$ cat src/hdl/mbrc_pkg.sv
`default_nettype none

package mbrc_pkg;

  localparam int unsigned MAX_FRAME_BYTES_DEF = 256;
  localparam logic [15:0] CRC_INIT = 16'hFFFF;
  localparam logic [15:0] CRC_POLY = 16'hA001;
  localparam logic [15:0] CRC_LSB = 16'h0001;
  localparam logic [8:0] MIN_FRAME_BYTES = 9'd4;
  localparam logic [16:0] ELAPSED_MAX = 17'h1FFFF;

  localparam logic [7:0] DEVICE_ADDRESS_RST = 8'd1;
  localparam logic [7:0] FUNCTION_CODE_RST = 8'd4;
  localparam logic [15:0] TIMEOUT_TICKS_RST = 16'd100;

  typedef enum logic [1:0] {
    OP_START = 2'd0,
    OP_BYTE  = 2'd1,
    OP_TICK  = 2'd2,
    OP_NONE  = 2'd3
  } opcode_t;

  typedef enum logic [1:0] {
    ST_OK      = 2'd0,
    ST_TIMEOUT = 2'd1,
    ST_CRC_ERR = 2'd2,
    ST_HDR_ERR = 2'd3
  } status_t;

  typedef enum logic [1:0] {
    REG_DEVICE_ADDRESS = 2'd0,
    REG_FUNCTION_CODE  = 2'd1,
    REG_TIMEOUT_TICKS  = 2'd2
  } reg_idx_t;

  typedef struct packed {
    logic [7:0]  device_address;
    logic [7:0]  function_code;
    logic [15:0] timeout_ticks;
  } cfg_t;

  typedef struct packed {
    logic        vld;
    logic [1:0]  status;
    logic [8:0]  bytes_received;
  } res_t;

endpackage

`default_nettype wire

$ cat src/hdl/mbrc_crc_byte.sv
`default_nettype none

module mbrc_crc_byte (
  input  wire logic [15:0] crc_in,
  input  wire logic [7:0]  data_in,
  output logic      [15:0] crc_out
);
  import mbrc_pkg::*;

  always_comb begin
    logic [15:0] c;
    c = crc_in ^ {8'h00, data_in};
    for (int k = 0; k < 8; k++) begin
      if ((c & CRC_LSB) != 16'h0000) begin
        c = (c >> 1) ^ CRC_POLY;
      end else begin
        c = c >> 1;
      end
    end
    crc_out = c;
  end

endmodule

`default_nettype wire

$ cat src/hdl/mbrc_frame_ctrl.sv
`default_nettype none

module mbrc_frame_ctrl #(
  parameter int unsigned MAX_FRAME_BYTES = mbrc_pkg::MAX_FRAME_BYTES_DEF
) (
  input  wire logic            clk,
  input  wire logic            rst_n,
  input  wire logic            req_vld,
  input  wire logic [1:0]      req_opcode,
  input  wire logic [7:0]      req_data_byte,
  input  wire logic [8:0]      req_frame_length,
  input  wire mbrc_pkg::cfg_t  cfg,
  output mbrc_pkg::res_t       res
);
  import mbrc_pkg::*;

  localparam logic [8:0] MAX_LEN = 9'(MAX_FRAME_BYTES);

  logic        frame_active_r, frame_active_nxt;
  logic [8:0]  byte_count_r, byte_count_nxt;
  logic [8:0]  expected_length_r, expected_length_nxt;
  logic [16:0] elapsed_ticks_r, elapsed_ticks_nxt;
  logic [15:0] running_crc_r, running_crc_nxt;
  logic [7:0]  crc_low_byte_r, crc_low_byte_nxt;
  logic        header_ok_r, header_ok_nxt;

  logic [15:0] crc_upd;
  logic [8:0]  crc_end;
  logic [8:0]  len_clamped;
  logic [16:0] elapsed_inc;
  opcode_t     op;

  mbrc_crc_byte u_crc (
    .crc_in  (running_crc_r),
    .data_in (req_data_byte),
    .crc_out (crc_upd)
  );

  assign op = opcode_t'(req_opcode);
  assign crc_end = expected_length_r - 9'd2;
  assign elapsed_inc = (elapsed_ticks_r < ELAPSED_MAX) ? elapsed_ticks_r + 17'd1
                                                        : elapsed_ticks_r;

  always_comb begin
    if (req_frame_length < MIN_FRAME_BYTES) begin
      len_clamped = MIN_FRAME_BYTES;
    end else if (req_frame_length > MAX_LEN) begin
      len_clamped = MAX_LEN;
    end else begin
      len_clamped = req_frame_length;
    end
  end

  always_comb begin
    frame_active_nxt    = frame_active_r;
    byte_count_nxt      = byte_count_r;
    expected_length_nxt = expected_length_r;
    elapsed_ticks_nxt   = elapsed_ticks_r;
    running_crc_nxt     = running_crc_r;
    crc_low_byte_nxt    = crc_low_byte_r;
    header_ok_nxt       = header_ok_r;
    res.vld             = 1'b0;
    res.status          = ST_OK;
    res.bytes_received  = byte_count_r;
    if (req_vld) begin
      case (op)
        OP_START: begin
          expected_length_nxt = len_clamped;
          frame_active_nxt    = 1'b1;
          byte_count_nxt      = 9'd0;
          elapsed_ticks_nxt   = 17'd0;
          running_crc_nxt     = CRC_INIT;
          crc_low_byte_nxt    = 8'd0;
          header_ok_nxt       = 1'b1;
        end
        OP_BYTE: begin
          if (frame_active_r) begin
            if ((byte_count_r == 9'd0 && req_data_byte != cfg.device_address) ||
                (byte_count_r == 9'd1 && req_data_byte != cfg.function_code)) begin
              header_ok_nxt = 1'b0;
            end
            byte_count_nxt = byte_count_r + 9'd1;
            if (byte_count_r < crc_end) begin
              running_crc_nxt = crc_upd;
            end else if (byte_count_r == crc_end) begin
              crc_low_byte_nxt = req_data_byte;
            end else begin
              frame_active_nxt   = 1'b0;
              res.vld            = 1'b1;
              res.bytes_received = byte_count_r + 9'd1;
              if ({req_data_byte, crc_low_byte_r} != running_crc_r) begin
                res.status = ST_CRC_ERR;
              end else if (!header_ok_nxt) begin
                res.status = ST_HDR_ERR;
              end else begin
                res.status = ST_OK;
              end
            end
          end
        end
        OP_TICK: begin
          if (frame_active_r) begin
            elapsed_ticks_nxt = elapsed_inc;
            if (elapsed_inc > {1'b0, cfg.timeout_ticks}) begin
              frame_active_nxt = 1'b0;
              res.vld          = 1'b1;
              res.status       = ST_TIMEOUT;
            end
          end
        end
        default: begin
        end
      endcase
    end
  end

  always_ff @(posedge clk) begin
    if (!rst_n) begin
      frame_active_r    <= 1'b0;
      byte_count_r      <= 9'd0;
      expected_length_r <= MIN_FRAME_BYTES;
      elapsed_ticks_r   <= 17'd0;
      running_crc_r     <= CRC_INIT;
      crc_low_byte_r    <= 8'd0;
      header_ok_r       <= 1'b1;
    end else begin
      frame_active_r    <= frame_active_nxt;
      byte_count_r      <= byte_count_nxt;
      expected_length_r <= expected_length_nxt;
      elapsed_ticks_r   <= elapsed_ticks_nxt;
      running_crc_r     <= running_crc_nxt;
      crc_low_byte_r    <= crc_low_byte_nxt;
      header_ok_r       <= header_ok_nxt;
    end
  end

  a_len_range: assert property (@(posedge clk) disable iff (!rst_n)
    frame_active_r |-> (expected_length_r >= MIN_FRAME_BYTES && expected_length_r <= MAX_LEN))
    else $error("expected length out of range");

  a_count_below_len: assert property (@(posedge clk) disable iff (!rst_n)
    frame_active_r |-> byte_count_r < expected_length_r)
    else $error("byte count reached expected length while frame open");

  a_close_on_result: assert property (@(posedge clk) disable iff (!rst_n)
    res.vld |=> !frame_active_r)
    else $error("frame still open after result");

endmodule

`default_nettype wire

$ cat config.mk
export PLATFORM = sky130hd
export DESIGN_NAME = mbrc_frame_ctrl
export DESIGN_NICKNAME = d
export VERILOG_FILES = /design/src/hdl/mbrc_pkg.sv /design/src/hdl/mbrc_crc_byte.sv /design/src/hdl/mbrc_frame_ctrl.sv
export SDC_FILE = /design/constraint.sdc
export NUM_CORES = 1
export LEC_CHECK = 0
export BUFFER_PORTS_ARGS = -buffer_cell sky130_fd_sc_hd__buf_2
export CAP_MARGIN = 0
export CORE_MARGIN = 4
export CORE_UTILIZATION = 55
export CTS_BUF_LIST = sky130_fd_sc_hd__clkbuf_2
export CTS_CLUSTER_DIAMETER = 80
export DETAILED_ROUTE_END_ITERATION = 6
export HOLD_SLACK_MARGIN = 0.05
export PLACE_DENSITY = 0.77
export SYNTH_ARGS = -nofsm -noshare
export SYNTH_HDL_FRONTEND = slang
export SYNTH_HIERARCHICAL = 1
export SYNTH_SLANG_ARGS = --single-unit
$ cat constraint.sdc
create_clock -name clk -period 8.7 [get_ports clk]
set_input_delay 0.87 -clock clk [delete_from_list [all_inputs] [get_ports clk]]
set_output_delay 0.87 -clock clk [all_outputs]
set_load 0.01 [all_outputs]
==> results.cfg <==
[run_status]
outcome = finished clean

[die]
core_area_um2 = 7810
die_w_um = 98.0
io_pins = 66
die_y_um = 98.0
placementRows = 32
start_util_pct = 57.0
die-area_um2 = 9600

[cells_and_area]
diodes = 0
syn_to_final_growth_pct = 9.73
num-nets-final = 668
layout_common_cells = 68 x xnor2_1, 65 x buf_2, 61 x dfxtp_1
drive_gt1_share_pct = 16.4
utilization_pct = 62.5
finish.instance_area_um2 = 4880
layout_commonest_cell = xnor2_1
layout.cells.non_filler = 687

[job]
drv_cap = 0

[route]
vias = 3881
drt_pass1_iterations = 5
vias_per_cell = 5.65
ant_nets = 0
first_iter_violations = 184
wl_per_cell_um = 14.9
drt_wl_total_um = 10200
drc = 0

[global_route]
grt_first_pass_wirelength_um = 17800
grtUsageMet1_pct = 28.1
grt_pass1_vias = 3835
grt_use_met2_pct = 37.8
grt_max_degree = 36
grt_busiest_layer = met2
gr-usage-all-layers_pct = 22.2
met3_usage_pct = 6.07
antenna_found_initial = 0
overflow = 0

[setup_path]
crit_fanout = 5
cp.arrival_ns = 3.93
reg2regPathDepth = 12
path_class = reg2out
cp.required_ns = 7.83
crit_path_start_kind = flop
cp-end-kind = primary output

[timing]
relSlewSlack_pct = 50.5
final-max-slew-violation-count = 0
rsz0062_at_grt = no
setup_ws_ns = 3.90
hold_violations = 0
setup_tns_ns = 0
whs_ns = 0.496
tightest_slew_ns = 0.742
clock.fmax_mhz = 208
setup_violations = 0
clock_skew_ns = 0.0256
fin_crit_ns = 4.80
finalCritPeriodShare_pct = 55.2

[placement]
post-place-ws_ns = 4.47
post-dp-hpwl_um = 7900
dp_cells = 671
gp_congestion = 0.862
io_buffers = 65
post_dp_cell_area_um2 = 4780

[synthesis]
synth_cells = 529
ys_types = 61
ys_ff_latch = 61
netlist_area_um2 = 4450
synth_nets = 617
synth_edf_count = 0
ys.flop_type = dfxtp_1
yosysSeqAreaShare_pct = 27.4
synth.area.top_cells = dfxtp_1 27%, xnor2_1 13%, ha_1 9.6%, nand2_1 4.1%, xor2_1 3.1%
synth_area_per_cell_um2 = 8.41
async_flop_share_pct = 0
yosys_warnings = 6
synth_top_area_share_pct = 27.4
netlist.top_cell.by_area = dfxtp_1

[clock_network]
cts_tree = built
post_cts_buffers = 0
ctsHoldBuffers = 0
clk_latency_ns = 0.50
cts_buffers = 9
cts_sinks = 61
cts_resized = 0
clockRootBuffer = clkbuf_2
cts_htree_levels = 3
cts_buffer_depth = 2
path_clk_slew_ns = 0.16

[power_and_ir_drop]
power.leakage_nw = 2.01
vdd_drop_max_v = 0.000125
total_power_uw = 552
power_density_nw_per_um2 = 113

[worst_hold_path]
min_path_type = reg2reg
hold_depth = 2
## final cells by class
class,count,area [um^2]
timing repair buffer,65,325
fill,709,2920
clock inverter,5,51.3
inverter,25,93.8
clock buffer,11,55.1
multi-input combinational,418,3010
tap,102,128
sequential,61,1220
## worst paths after layout
check / startpoint / end / slack (ns)
worst max-delay path: elapsed_ticks_r[1]$_SDFFE_PN0P_ / res[9] / 3.90
worst min-delay path: expected_length_r[0]$_SDFFE_PN0P_ / expected_length_r[0]$_SDFFE_PN0P_ / 0.50
worst max register to register: elapsed_ticks_r[1]$_SDFFE_PN0P_ / frame_active_r$_SDFFE_PN0P_ / 5.63
worst min register to register: expected_length_r[0]$_SDFFE_PN0P_ / expected_length_r[0]$_SDFFE_PN0P_ / 0.50
## critical path, stage by stage (launching register included)
cell	delay, ns
dfxtp_1	0.43
ha_1	0.26
and4_1	0.23
nand2_2	0.07
a21oi_2	0.23
nand4_1	0.20
xnor2_1	0.18
ha_1	0.30
nand4_1	0.17
or4_1	0.55
o21ai_0	0.09
a31oi_1	0.10
o21ai_0	0.34
o31ai_1	0.13
buf_2	0.16
## kinds of logic after synthesis
kind of cell / after synthesis / share of synthesized area [%]
adders and majority gates: 34 / 9.56
and+or+nand+nor: 177 / 21.3
buffers and inverters: 50 / 4.95
muxes: 2 / 0.478
DFF: 61 / 27.4
xor gates and xnor gates: 88 / 18.1
AOI/OAI and AO/OA: 117 / 18.1
## cells in the mapped netlist, types with 5 or more instances
cell type	count
clkbuf_1	9
a22oi_1	16
nand2_1	49
xor2_1	16
or3_1	5
o22a_1	15
and3_1	11
a31oi_1	10
o21ai_0	23
inv_1	25
dfxtp_1	61
ha_1	34
nor2_1	20
a21oi_1	20
nand3_1	17
o31ai_1	5
nand4_1	20
nor2b_1	20
buf_2	10
buf_4	5
xnor2_1	68
nor3_1	9
## report_power, final
part	switching, mW	total (mW)	internal [mW]
clock network	0.106	0.173	0.0671
logic	0.0495	0.0925	0.0430
registers	0.00344	0.286	0.283
## registers in the layout, summed over array words and instances (netlist names)
| name | flops |
|---|---|
| byte_count_r | 9 |
| crc_low_byte_r | 8 |
| elapsed_ticks_r | 17 |
| expected_length_r | 9 |
| frame_active_r | 1 |
| header_ok_r | 1 |
| running_crc_r | 16 |
## layer usage
metal	part of all wire, %	routed length (um)
met1	44	4500
met3	6.1	623
met2	49	5000
met4	0.93	95
met5	0	0
No activity file was read; power rests on OpenSTA's default activity.
